===== config.mk =====
export PLATFORM = sky130hd
export DESIGN_NAME = coulomb_field_potential_sum_top
export DESIGN_NICKNAME = d
export VERILOG_FILES = /design/src/rtl/core/cfps_pkg.sv /design/src/rtl/core/cfps_unit.sv /design/src/rtl/core/cfps_acc.sv /design/src/rtl/core/coulomb_field_potential_sum_top.sv
export SDC_FILE = /design/constraint.sdc
export NUM_CORES = 2
export LEC_CHECK = 0
export ABC_AREA = 1
export CAP_MARGIN = 20
export CORE_ASPECT_RATIO = 2
export CORE_MARGIN = 4
export CORE_UTILIZATION = 25
export DETAILED_ROUTE_END_ITERATION = 16
export DONT_BUFFER_PORTS = 1
export PLACE_DENSITY = 0.35
export SLEW_MARGIN = 40
export SYNTH_ARGS = -nofsm -noshare
export SYNTH_HDL_FRONTEND = slang
export SYNTH_SLANG_ARGS = --single-unit

===== constraint.sdc =====
create_clock -name i_clk -period 48.8 [get_ports i_clk]
set_clock_uncertainty 0.05 [all_clocks]
set_input_delay 4.88 -clock i_clk [delete_from_list [all_inputs] [get_ports i_clk]]
set_output_delay 4.88 -clock i_clk [all_outputs]
set_load 0.02 [all_outputs]

===== src/rtl/core/cfps_pkg.sv =====
package cfps_pkg;

    // fraction bits of the coordinates
    localparam int CoordFracBits = 16;

    // widths and step counts of the shared unit
    localparam int UnitW      = 128;
    localparam int StepW      = 8;
    localparam int DivSteps   = UnitW;
    localparam int SqrtSteps  = 34;
    localparam int SqrtInW    = 2 * SqrtSteps;
    localparam int AbsW       = 33;
    localparam int RootW      = 34;

    // operations of the shared unit
    typedef enum logic [1:0] {
        OP_MUL  = 2'd0,
        OP_DIV  = 2'd1,
        OP_SQRT = 2'd2
    } t_op;

    // accumulator selection
    typedef enum logic [1:0] {
        SUM_FX  = 2'd0,
        SUM_FY  = 2'd1,
        SUM_FZ  = 2'd2,
        SUM_POT = 2'd3
    } t_sum_sel;

    typedef struct packed {
        logic             start;
        t_op              op;
        logic [UnitW-1:0] a;
        logic [UnitW-1:0] b;
        logic [UnitW-1:0] c;
        logic [StepW-1:0] steps;
    } t_unit_req;

    typedef struct packed {
        logic             busy;
        logic             done;
        logic [UnitW-1:0] res;
    } t_unit_rsp;

    typedef struct packed {
        logic             add;
        logic             clear;
        t_sum_sel         sel;
        logic             neg;
        logic [UnitW-1:0] mag;
    } t_acc_req;

endpackage


===== src/rtl/core/cfps_unit.sv =====
module cfps_unit import cfps_pkg::*; (
    input  logic      i_clk,
    input  logic      i_rst_n,
    input  t_unit_req i_req,
    output t_unit_rsp o_rsp
);

    logic [UnitW-1:0] r_x;
    logic [UnitW-1:0] r_y;
    logic [UnitW:0]   r_acc;
    logic [StepW-1:0] r_cnt;
    t_op              r_op;
    logic             r_busy;
    logic             r_done;

    logic [UnitW:0]   opnd_a;
    logic [UnitW:0]   opnd_b;
    logic             sub;
    logic [UnitW+1:0] sum;
    logic             no_borrow;

    // operand selection for the one shared adder
    always_comb begin
        case (r_op)
            OP_DIV: begin
                opnd_a = {r_acc[UnitW-1:0], r_x[UnitW-1]};
                opnd_b = {1'b0, r_y};
                sub    = 1'b1;
            end
            OP_SQRT: begin
                opnd_a = {r_acc[UnitW-2:0], r_x[UnitW-1:UnitW-2]};
                opnd_b = {1'b0, r_y[UnitW-3:0], 2'b01};
                sub    = 1'b1;
            end
            default: begin
                opnd_a = r_acc;
                opnd_b = {1'b0, r_x};
                sub    = 1'b0;
            end
        endcase
    end

    assign sum = {1'b0, opnd_a} + {1'b0, (sub ? ~opnd_b : opnd_b)} + {{(UnitW+1){1'b0}}, sub};
    assign no_borrow = sum[UnitW+1];

    // one step per cycle
    always_ff @(posedge i_clk) begin
        if (!i_rst_n) begin
            r_busy <= 1'b0;
            r_done <= 1'b0;
            r_op   <= OP_MUL;
            r_cnt  <= '0;
        end else begin
            r_done <= 1'b0;
            if (i_req.start) begin
                r_busy <= 1'b1;
                r_op   <= i_req.op;
                r_cnt  <= i_req.steps;
                r_x    <= i_req.a;
                case (i_req.op)
                    OP_MUL: begin
                        r_y   <= i_req.b;
                        r_acc <= {1'b0, i_req.c};
                    end
                    OP_DIV: begin
                        r_y   <= i_req.b;
                        r_acc <= '0;
                    end
                    default: begin
                        r_y   <= '0;
                        r_acc <= '0;
                    end
                endcase
            end else if (r_busy) begin
                r_cnt <= r_cnt - 1'b1;
                if (r_cnt == StepW'(1)) begin
                    r_busy <= 1'b0;
                    r_done <= 1'b1;
                end
                case (r_op)
                    OP_DIV: begin
                        r_acc <= no_borrow ? sum[UnitW:0] : opnd_a;
                        r_x   <= {r_x[UnitW-2:0], no_borrow};
                    end
                    OP_SQRT: begin
                        r_acc <= no_borrow ? sum[UnitW:0] : opnd_a;
                        r_y   <= {r_y[UnitW-2:0], no_borrow};
                        r_x   <= {r_x[UnitW-3:0], 2'b00};
                    end
                    default: begin
                        if (r_y[0]) begin
                            r_acc <= {1'b0, sum[UnitW-1:0]};
                        end
                        r_x <= {r_x[UnitW-2:0], 1'b0};
                        r_y <= {1'b0, r_y[UnitW-1:1]};
                    end
                endcase
            end
        end
    end

    assign o_rsp.busy = r_busy;
    assign o_rsp.done = r_done;
    assign o_rsp.res  = (r_op == OP_DIV)  ? r_x :
                        (r_op == OP_SQRT) ? r_y : r_acc[UnitW-1:0];

endmodule


===== src/rtl/core/cfps_acc.sv =====
module cfps_acc import cfps_pkg::*; (
    input  logic        i_clk,
    input  logic        i_rst_n,
    input  t_acc_req    i_req,
    output logic [63:0] o_fx,
    output logic [63:0] o_fy,
    output logic [63:0] o_fz,
    output logic [63:0] o_pot,
    output logic        o_sat
);

    localparam logic [63:0] MaxV = 64'h7FFF_FFFF_FFFF_FFFF;
    localparam logic [63:0] MinV = 64'h8000_0000_0000_0000;

    logic [63:0] r_sum [4];
    logic        r_sat;

    logic [63:0] term;
    logic        term_sat;
    logic [63:0] cur;
    logic [63:0] added;
    logic        ovf;
    logic [63:0] result;

    // clamp the term magnitude to the signed range
    always_comb begin
        term_sat = 1'b0;
        if (i_req.neg) begin
            if (i_req.mag[UnitW-1:64] != '0 || i_req.mag[63:0] > MinV) begin
                term     = MinV;
                term_sat = 1'b1;
            end else begin
                term = -i_req.mag[63:0];
            end
        end else begin
            if (i_req.mag[UnitW-1:63] != '0) begin
                term     = MaxV;
                term_sat = 1'b1;
            end else begin
                term = i_req.mag[63:0];
            end
        end
    end

    // saturating add into the selected sum
    assign cur    = r_sum[i_req.sel];
    assign added  = cur + term;
    assign ovf    = (cur[63] == term[63]) && (added[63] != term[63]);
    assign result = ovf ? (term[63] ? MinV : MaxV) : added;

    always_ff @(posedge i_clk) begin
        if (!i_rst_n || i_req.clear) begin
            r_sum[0] <= '0;
            r_sum[1] <= '0;
            r_sum[2] <= '0;
            r_sum[3] <= '0;
            r_sat    <= 1'b0;
        end else if (i_req.add) begin
            r_sum[i_req.sel] <= result;
            if (ovf || term_sat) begin
                r_sat <= 1'b1;
            end
        end
    end

    assign o_fx  = r_sum[SUM_FX];
    assign o_fy  = r_sum[SUM_FY];
    assign o_fz  = r_sum[SUM_FZ];
    assign o_pot = r_sum[SUM_POT];
    assign o_sat = r_sat;

endmodule


===== src/rtl/core/coulomb_field_potential_sum_top.sv =====
// an item at zero distance ends after its squared distance is found
// the input is held off while the item is worked, so items are taken one at a time
// any other item is worked by the shared bit-serial unit: five 128-step divides, eight multiplies
// and one square root, run one after another
// reset: synchronous active-low, clears sums, flag, sequencer and output valid
// reset register values: targets 0, coulomb_scale 589008
module coulomb_field_potential_sum_top import cfps_pkg::*; (
    input  logic        i_clk,
    input  logic        i_rst_n,
    input  logic        psel,
    input  logic        penable,
    input  logic        pwrite,
    input  logic [3:0]  paddr,
    input  logic [31:0] pwdata,
    output logic [31:0] prdata,
    output logic        pready,
    input  logic        i_src_valid,
    output logic        o_src_ready,
    input  logic [31:0] i_src_x,
    input  logic [31:0] i_src_y,
    input  logic [31:0] i_src_z,
    input  logic [31:0] i_charge,
    input  logic        i_last,
    output logic        o_res_valid,
    input  logic        i_res_ready,
    output logic [63:0] o_field_x,
    output logic [63:0] o_field_y,
    output logic [63:0] o_field_z,
    output logic [63:0] o_potential,
    output logic        o_overflow
);

    typedef enum logic [10:0] {
        ST_IDLE  = 11'b000_0000_0001,
        ST_SQSUM = 11'b000_0000_0010,
        ST_SQRT  = 11'b000_0000_0100,
        ST_KMUL  = 11'b000_0000_1000,
        ST_PDIV  = 11'b000_0001_0000,
        ST_DMUL  = 11'b000_0010_0000,
        ST_WDIV  = 11'b000_0100_0000,
        ST_FMUL  = 11'b000_1000_0000,
        ST_FDIV  = 11'b001_0000_0000,
        ST_PACC  = 11'b010_0000_0000,
        ST_EMIT  = 11'b100_0000_0000
    } t_state;

    typedef enum logic [1:0] {
        REG_TX    = 2'd0,
        REG_TY    = 2'd1,
        REG_TZ    = 2'd2,
        REG_SCALE = 2'd3
    } t_reg;

    localparam logic [31:0] ScaleReset = 32'd589008;

    // configuration registers
    logic [31:0] r_tx, r_ty, r_tz, r_scale;
    logic        cfg_wr;

    assign pready = 1'b1;
    assign cfg_wr = psel && penable && pwrite;

    always_ff @(posedge i_clk) begin
        if (!i_rst_n) begin
            r_tx    <= '0;
            r_ty    <= '0;
            r_tz    <= '0;
            r_scale <= ScaleReset;
        end else if (cfg_wr) begin
            case (t_reg'(paddr[3:2]))
                REG_TX:    r_tx    <= pwdata;
                REG_TY:    r_ty    <= pwdata;
                REG_TZ:    r_tz    <= pwdata;
                REG_SCALE: r_scale <= pwdata;
                default:   r_tx    <= r_tx;
            endcase
        end
    end

    always_comb begin
        case (t_reg'(paddr[3:2]))
            REG_TX:    prdata = r_tx;
            REG_TY:    prdata = r_ty;
            REG_TZ:    prdata = r_tz;
            REG_SCALE: prdata = r_scale;
            default:   prdata = '0;
        endcase
    end

    // item capture: offsets from source to target and their magnitudes
    logic [AbsW-1:0] dv [3];
    logic [AbsW-1:0] r_ad [3];
    logic            r_dneg [3];
    logic            r_qneg;
    logic [31:0]     r_qabs;
    logic            r_last;
    logic            accept;

    assign dv[0] = {r_tx[31], r_tx} - {i_src_x[31], i_src_x};
    assign dv[1] = {r_ty[31], r_ty} - {i_src_y[31], i_src_y};
    assign dv[2] = {r_tz[31], r_tz} - {i_src_z[31], i_src_z};

    // sequencer
    t_state           r_state, n_state;
    logic             r_start, n_start;
    logic [1:0]       r_axis;
    logic [UnitW-1:0] r_s;
    logic [RootW-1:0] r_d;
    logic [63:0]      r_k;
    logic [UnitW-1:0] r_pm;
    logic [UnitW-1:0] r_dd;
    logic [UnitW-1:0] r_w;
    logic [UnitW-1:0] r_t;
    logic             emit_go;
    logic             r_res_valid;

    t_unit_req unit_req;
    t_unit_rsp unit_rsp;
    t_acc_req  acc_req;
    logic [63:0] sum_fx, sum_fy, sum_fz, sum_pot;
    logic        sum_sat;

    assign o_src_ready = (r_state == ST_IDLE);
    assign accept      = i_src_valid && o_src_ready;
    assign emit_go     = (r_state == ST_EMIT) && (!r_res_valid || i_res_ready);

    always_comb begin
        n_state = r_state;
        case (r_state)
            ST_IDLE:  if (accept) n_state = ST_SQSUM;
            ST_SQSUM: begin
                if (unit_rsp.done && r_axis == 2'd2) begin
                    if (unit_rsp.res == '0) begin
                        n_state = r_last ? ST_EMIT : ST_IDLE;
                    end else begin
                        n_state = ST_SQRT;
                    end
                end
            end
            ST_SQRT:  if (unit_rsp.done) n_state = ST_KMUL;
            ST_KMUL:  if (unit_rsp.done) n_state = ST_PDIV;
            ST_PDIV:  if (unit_rsp.done) n_state = ST_DMUL;
            ST_DMUL:  if (unit_rsp.done) n_state = ST_WDIV;
            ST_WDIV:  if (unit_rsp.done) n_state = ST_FMUL;
            ST_FMUL:  if (unit_rsp.done) n_state = ST_FDIV;
            ST_FDIV: begin
                if (unit_rsp.done) begin
                    n_state = (r_axis == 2'd2) ? ST_PACC : ST_FMUL;
                end
            end
            ST_PACC:  n_state = r_last ? ST_EMIT : ST_IDLE;
            ST_EMIT:  if (emit_go) n_state = ST_IDLE;
            default:  n_state = ST_IDLE;
        endcase
        n_start = (accept || unit_rsp.done) && (n_state != ST_IDLE) &&
                  (n_state != ST_PACC) && (n_state != ST_EMIT);
    end

    always_ff @(posedge i_clk) begin
        if (!i_rst_n) begin
            r_state <= ST_IDLE;
            r_start <= 1'b0;
            r_axis  <= '0;
        end else begin
            r_state <= n_state;
            r_start <= n_start;
            if (accept) begin
                r_axis <= '0;
            end else if (unit_rsp.done &&
                         (r_state == ST_SQSUM || r_state == ST_FDIV)) begin
                r_axis <= (r_axis == 2'd2) ? 2'd0 : r_axis + 2'd1;
            end
        end
    end

    // operand and result registers of the item
    always_ff @(posedge i_clk) begin
        if (accept) begin
            for (int i = 0; i < 3; i++) begin
                r_dneg[i] <= dv[i][AbsW-1];
                r_ad[i]   <= dv[i][AbsW-1] ? -dv[i] : dv[i];
            end
            r_qneg <= i_charge[31];
            r_qabs <= i_charge[31] ? -i_charge : i_charge;
            r_last <= i_last;
            r_s    <= '0;
        end
        if (unit_rsp.done) begin
            case (r_state)
                ST_SQSUM: r_s  <= unit_rsp.res;
                ST_SQRT:  r_d  <= unit_rsp.res[RootW-1:0];
                ST_KMUL:  r_k  <= unit_rsp.res[63:0];
                ST_PDIV:  r_pm <= unit_rsp.res;
                ST_DMUL:  r_dd <= unit_rsp.res;
                ST_WDIV:  r_w  <= unit_rsp.res;
                ST_FMUL:  r_t  <= unit_rsp.res;
                default:  r_t  <= r_t;
            endcase
        end
    end

    // request to the shared unit
    always_comb begin
        unit_req       = '0;
        unit_req.start = r_start;
        case (r_state)
            ST_SQSUM: begin
                unit_req.op    = OP_MUL;
                unit_req.a     = UnitW'(r_ad[r_axis]);
                unit_req.b     = UnitW'(r_ad[r_axis]);
                unit_req.c     = r_s;
                unit_req.steps = StepW'(AbsW);
            end
            ST_SQRT: begin
                unit_req.op    = OP_SQRT;
                unit_req.a     = {r_s[SqrtInW-1:0], {(UnitW-SqrtInW){1'b0}}};
                unit_req.steps = StepW'(SqrtSteps);
            end
            ST_KMUL: begin
                unit_req.op    = OP_MUL;
                unit_req.a     = UnitW'(r_scale);
                unit_req.b     = UnitW'(r_qabs);
                unit_req.steps = StepW'(32);
            end
            ST_PDIV: begin
                unit_req.op    = OP_DIV;
                unit_req.a     = UnitW'(r_k) << CoordFracBits;
                unit_req.b     = UnitW'(r_d);
                unit_req.steps = StepW'(DivSteps);
            end
            ST_DMUL: begin
                unit_req.op    = OP_MUL;
                unit_req.a     = UnitW'(r_d);
                unit_req.b     = UnitW'(r_d);
                unit_req.steps = StepW'(RootW);
            end
            ST_WDIV: begin
                unit_req.op    = OP_DIV;
                unit_req.a     = UnitW'(r_k) << (2 * CoordFracBits);
                unit_req.b     = r_dd;
                unit_req.steps = StepW'(DivSteps);
            end
            ST_FMUL: begin
                unit_req.op    = OP_MUL;
                unit_req.a     = r_w;
                unit_req.b     = UnitW'(r_ad[r_axis]);
                unit_req.steps = StepW'(AbsW);
            end
            ST_FDIV: begin
                unit_req.op    = OP_DIV;
                unit_req.a     = r_t;
                unit_req.b     = UnitW'(r_d);
                unit_req.steps = StepW'(DivSteps);
            end
            default: unit_req.op = OP_MUL;
        endcase
    end

    cfps_unit u_unit (
        .i_clk   (i_clk),
        .i_rst_n (i_rst_n),
        .i_req   (unit_req),
        .o_rsp   (unit_rsp)
    );

    // accumulation of field terms and the potential term
    always_comb begin
        acc_req       = '0;
        acc_req.clear = emit_go;
        if (r_state == ST_FDIV) begin
            acc_req.add = unit_rsp.done;
            acc_req.sel = t_sum_sel'(r_axis);
            acc_req.neg = r_qneg ^ r_dneg[r_axis];
            acc_req.mag = unit_rsp.res;
        end else begin
            acc_req.add = (r_state == ST_PACC);
            acc_req.sel = SUM_POT;
            acc_req.neg = r_qneg;
            acc_req.mag = r_pm;
        end
    end

    cfps_acc u_acc (
        .i_clk   (i_clk),
        .i_rst_n (i_rst_n),
        .i_req   (acc_req),
        .o_fx    (sum_fx),
        .o_fy    (sum_fy),
        .o_fz    (sum_fz),
        .o_pot   (sum_pot),
        .o_sat   (sum_sat)
    );

    // output register
    always_ff @(posedge i_clk) begin
        if (!i_rst_n) begin
            r_res_valid <= 1'b0;
        end else if (emit_go) begin
            r_res_valid <= 1'b1;
        end else if (i_res_ready) begin
            r_res_valid <= 1'b0;
        end
    end

    always_ff @(posedge i_clk) begin
        if (emit_go) begin
            o_field_x   <= sum_fx;
            o_field_y   <= sum_fy;
            o_field_z   <= sum_fz;
            o_potential <= sum_pot;
            o_overflow  <= sum_sat;
        end
    end

    assign o_res_valid = r_res_valid;

    // checks on the sequencer and the shared unit
    a_start_free: assert property (@(posedge i_clk) disable iff (!i_rst_n)
        unit_req.start |-> !unit_rsp.busy)
        else $error("unit started while busy");

    a_busy_hold: assert property (@(posedge i_clk) disable iff (!i_rst_n)
        unit_rsp.busy |-> !o_src_ready)
        else $error("input ready while unit busy");

    a_emit_loads: assert property (@(posedge i_clk) disable iff (!i_rst_n)
        emit_go |=> (o_res_valid && sum_fx == '0 && sum_pot == '0 && !sum_sat))
        else $error("result not loaded or sums not cleared");

endmodule

==> results.ini <==
[grt]
grt_pass1_vias=107000
grt_pass1_wl_um=931000
grt_overflow=0
grt_max_degree=139
grtUsageTotal_pct=29.2
antenna_found_initial=74

[placed_design]
io_buffers=0
hpwlAfterDp_um=567000
dp.cells=19600
gp_congestion=1.02

[synth]
ys.flop_type=edfxtp_1
synth_area_per_cell_um2=8.12
synth_cell_types=65
async_flop_share_pct=0
netlist_instances=14000
syn_nets=14400
ys_seq_elements=1930
ys_seq_area_share_pct=48.5
synth_warnings=0
synth_edf_count=1644
syn_area_um2=114000

[worst_setup_path]
r2r-start=u_unit.r_op[1]$_SDFFE_PN0P_
crit_cells=32
crit_path_end_kind=register
critPathTopFamily=simple AND/OR/NAND/NOR gates
cp-startpoint=u_unit.r_op[1]$_SDFFE_PN0P_
required_ns=49.41
rrSetupSlack_ns=37.11
reg2reg_depth=32
critPathKind=register to register
critPathSlowestCell=o21ai_0
cp_max_fo=67
r2r-end=u_acc.r_sum[1][49]$_SDFFCE_PN0P_
path_buf_inv=7
cp-endpoint=u_acc.r_sum[1][49]$_SDFFCE_PN0P_
critPathMaxStageDelay_ns=0.69
critical_path_arrival_ns=12.30
startpoint_type=register
crit_top_cell=nand2_1

[final_layout]
ff_latch_area_um2=55100
final_nets=14300
layout_common_cells=nand2_1, inv_1, edfxtp_1
final_common_cell=nand2_1
multi_input_area_um2=50000
area_growth_syn_to_layout_pct=13.1
nFillCells=49500
final_cell_count_no_fill=20100
drive_gt1_share_pct=5.59
final_util_pct=28.4

[floorplan]
die_area_um2=466000
die_x_um=485
chipHeight_um=961
core_um2=452000
rows=349
start_util_pct=25.1
io_pins=464

[drt]
ant_nets=0
route.vias.total=103000
drt_iter0_drc=7428
via_per_inst=5.14
wirelength_um=703000
drc=0
wl_per_cell_um=35.0
drt_pass1_iterations=9

[sta]
fmax_ghz=0.0855
tns_ns=0
period_needed_ns=11.69
tightest_slew_ns=1.17
fin_crit_sh_pct=24.0
whs_ns=0.391
rsz0062_at_grt=no
drv_slew=0
hold_viol=0
slew_headroom_pct=21.9
setup_viol=0

[clocking]
cts_resized=0
clk_transition_reported_paths_ns=0.07
post_cts_buffers=0
numCtsBuffers=210
cts_hold_buf=0
max-clock-path-buffers=4
htreeDepth=4
worstSkewPairLatency_ns=0.99
cts.sinks=1930
root_buffer=clkbuf_16
cts_tree=yes

[power_and_ir_drop]
p_leak_nw=49.2
p_int_mw=2.95
clockPowerShare_pct=37.1
irDropWorstVdd_uv=27.2
switching_share_pct=33.0
pwr-share-seq_pct=43.1
p_sw_mw=1.45
power.share.combinational_pct=19.8
pwr_density_cell_nw_per_um2=34.3

[run]
drv_cap=0

[min_path]
hold_depth=0
holdCritPathClass=register to register

[outcome]
status=complete, no violations

cells in the mapped netlist, drive strengths merged (4+ instances only):
| cell | n | share of area (%) |
|---|---|---|
| a211oi | 8 | 0.053 |
| a21boi | 44 | 0.29 |
| a21o | 68 | 0.45 |
| a21oi | 662 | 2.9 |
| a221o | 5 | 0.044 |
| a221oi | 102 | 0.79 |
| a22o | 9 | 0.069 |
| a22oi | 5 | 0.033 |
| a31o | 41 | 0.32 |
| a31oi | 67 | 0.37 |
| a32o | 27 | 0.24 |
| and2 | 4 | 0.022 |
| and3 | 10 | 0.055 |
| buf | 199 | 0.86 |
| clkbuf | 436 | 1.4 |
| clkinv | 9 | 0.030 |
| dfxtp | 286 | 5.0 |
| edfxtp | 1644 | 43 |
| fa | 5 | 0.088 |
| ha | 296 | 3.3 |
| inv | 1704 | 5.6 |
| nand2 | 3203 | 11 |
| nand3 | 1023 | 4.5 |
| nand3b | 18 | 0.12 |
| nand4 | 143 | 0.80 |
| nor2 | 1481 | 4.9 |
| nor3 | 141 | 0.64 |
| nor4 | 55 | 0.30 |
| o2111ai | 46 | 0.35 |
| o211ai | 61 | 0.40 |
| o21a | 56 | 0.37 |
| o21ai | 1303 | 5.7 |
| o21bai | 42 | 0.28 |
| o221ai | 37 | 0.29 |
| o22ai | 202 | 1.1 |
| o2bb2ai | 27 | 0.21 |
| o311ai | 103 | 0.79 |
| o31ai | 27 | 0.18 |
| or2 | 16 | 0.088 |
| xnor2 | 146 | 1.1 |
| xor2 | 205 | 1.6 |
per-layer routing:
layer  routed length [µm]  global-route usage (%)
met2               369000                    54.7
met5                  111                  0.0104
met1               200000                    23.8
met3                27700                    4.15
met4               106000                    35.7
metrics by stage:
step	cell area, µm²	power [mW]	setup slack [ns]
after floorplan	114000	2.38	29.44
after global placement	121000	2.79	37.01
after detailed placement	121000	2.79	37.11
after CTS	128000	4.44	37.16
after global routing	128000	4.55	37.03
final	128000	4.41	37.11
area by class of cell:
type	instances	share of cell area [%]
Inverter	1713	5.06
Clock inverter	117	0.751
Multi-Input combinational cell	9696	38.9
Tap cell	5967	5.81
Antenna cell	135	0.263
Timing Repair Buffer	272	1.91
Sequential cell	1930	42.9
Clock buffer	267	4.38
sequential cells by signal (all words and copies together), names as in the netlist, 99 cells and up, named ones only:
register / cells
r_w: 128
r_pm: 128
u_unit.r_acc: 129
r_s: 128
r_dd: 128
r_ad: 99
u_unit.r_x: 128
r_t: 128
u_acc.r_sum: 256
u_unit.r_y: 128
cell families (layout without fill, tap and decap cells):
family,after synthesis,in the layout,synth area share (%)
flip-flops,1930,1930,48.5
AO/OA/AOI/OAI,2946,2946,15.3
other,1,136,0.00330
XOR/XNOR,351,351,2.71
adder cells (fa/ha/maj),301,301,3.35
AND/OR/NAND/NOR,6097,6097,22.1
buffers and inverters,2348,2369,7.97
worst min path at each step:
stage,start,slack [ns],endpoint
2_1_floorplan,u_acc.o_sat$_SDFFE_PP0P_,0.36,o_overflow$_DFFE_PP_
3_3_place_gp,u_acc.r_sum[3][12]$_DFFE_PP_,0.38,o_potential[12]$_DFFE_PP_
3_5_place_dp,u_acc.r_sum[1][19]$_SDFFCE_PN0P_,0.38,o_field_y[19]$_DFFE_PP_
4_1_cts,u_acc.r_sum[1][62]$_SDFFCE_PN0P_,0.40,o_field_y[62]$_DFFE_PP_
5_1_grt,u_acc.r_sum[1][19]$_SDFFCE_PN0P_,0.40,o_field_y[19]$_DFFE_PP_
6_report,u_acc.r_sum[0][25]$_SDFFCE_PN0P_,0.39,o_field_x[25]$_DFFE_PP_
worst register-to-register path: cells and delay by family, from the launching register on:
| family | cells | cell delay, ns |
|---|---|---|
| adder cells (fa/ha/maj) | 2 | 0.73 |
| flip-flops | 1 | 0.43 |
| buffers and inverters | 7 | 2.75 |
| AND/OR/NAND/NOR | 18 | 5.53 |
| AO/OA/AOI/OAI | 5 | 1.98 |
power by group through the flow:
stage / Combinational, mW / Clock, mW / Sequential, mW
6_report: 0.872 / 1.64 / 1.90
5_1_grt: 0.922 / 1.73 / 1.90
2_1_floorplan: 0.470 / 0 / 1.91
3_3_place_gp: 0.859 / 0 / 1.93
4_1_cts: 0.864 / 1.67 / 1.90
3_5_place_dp: 0.860 / 0 / 1.93
Power figures use the tool's default switching activity.
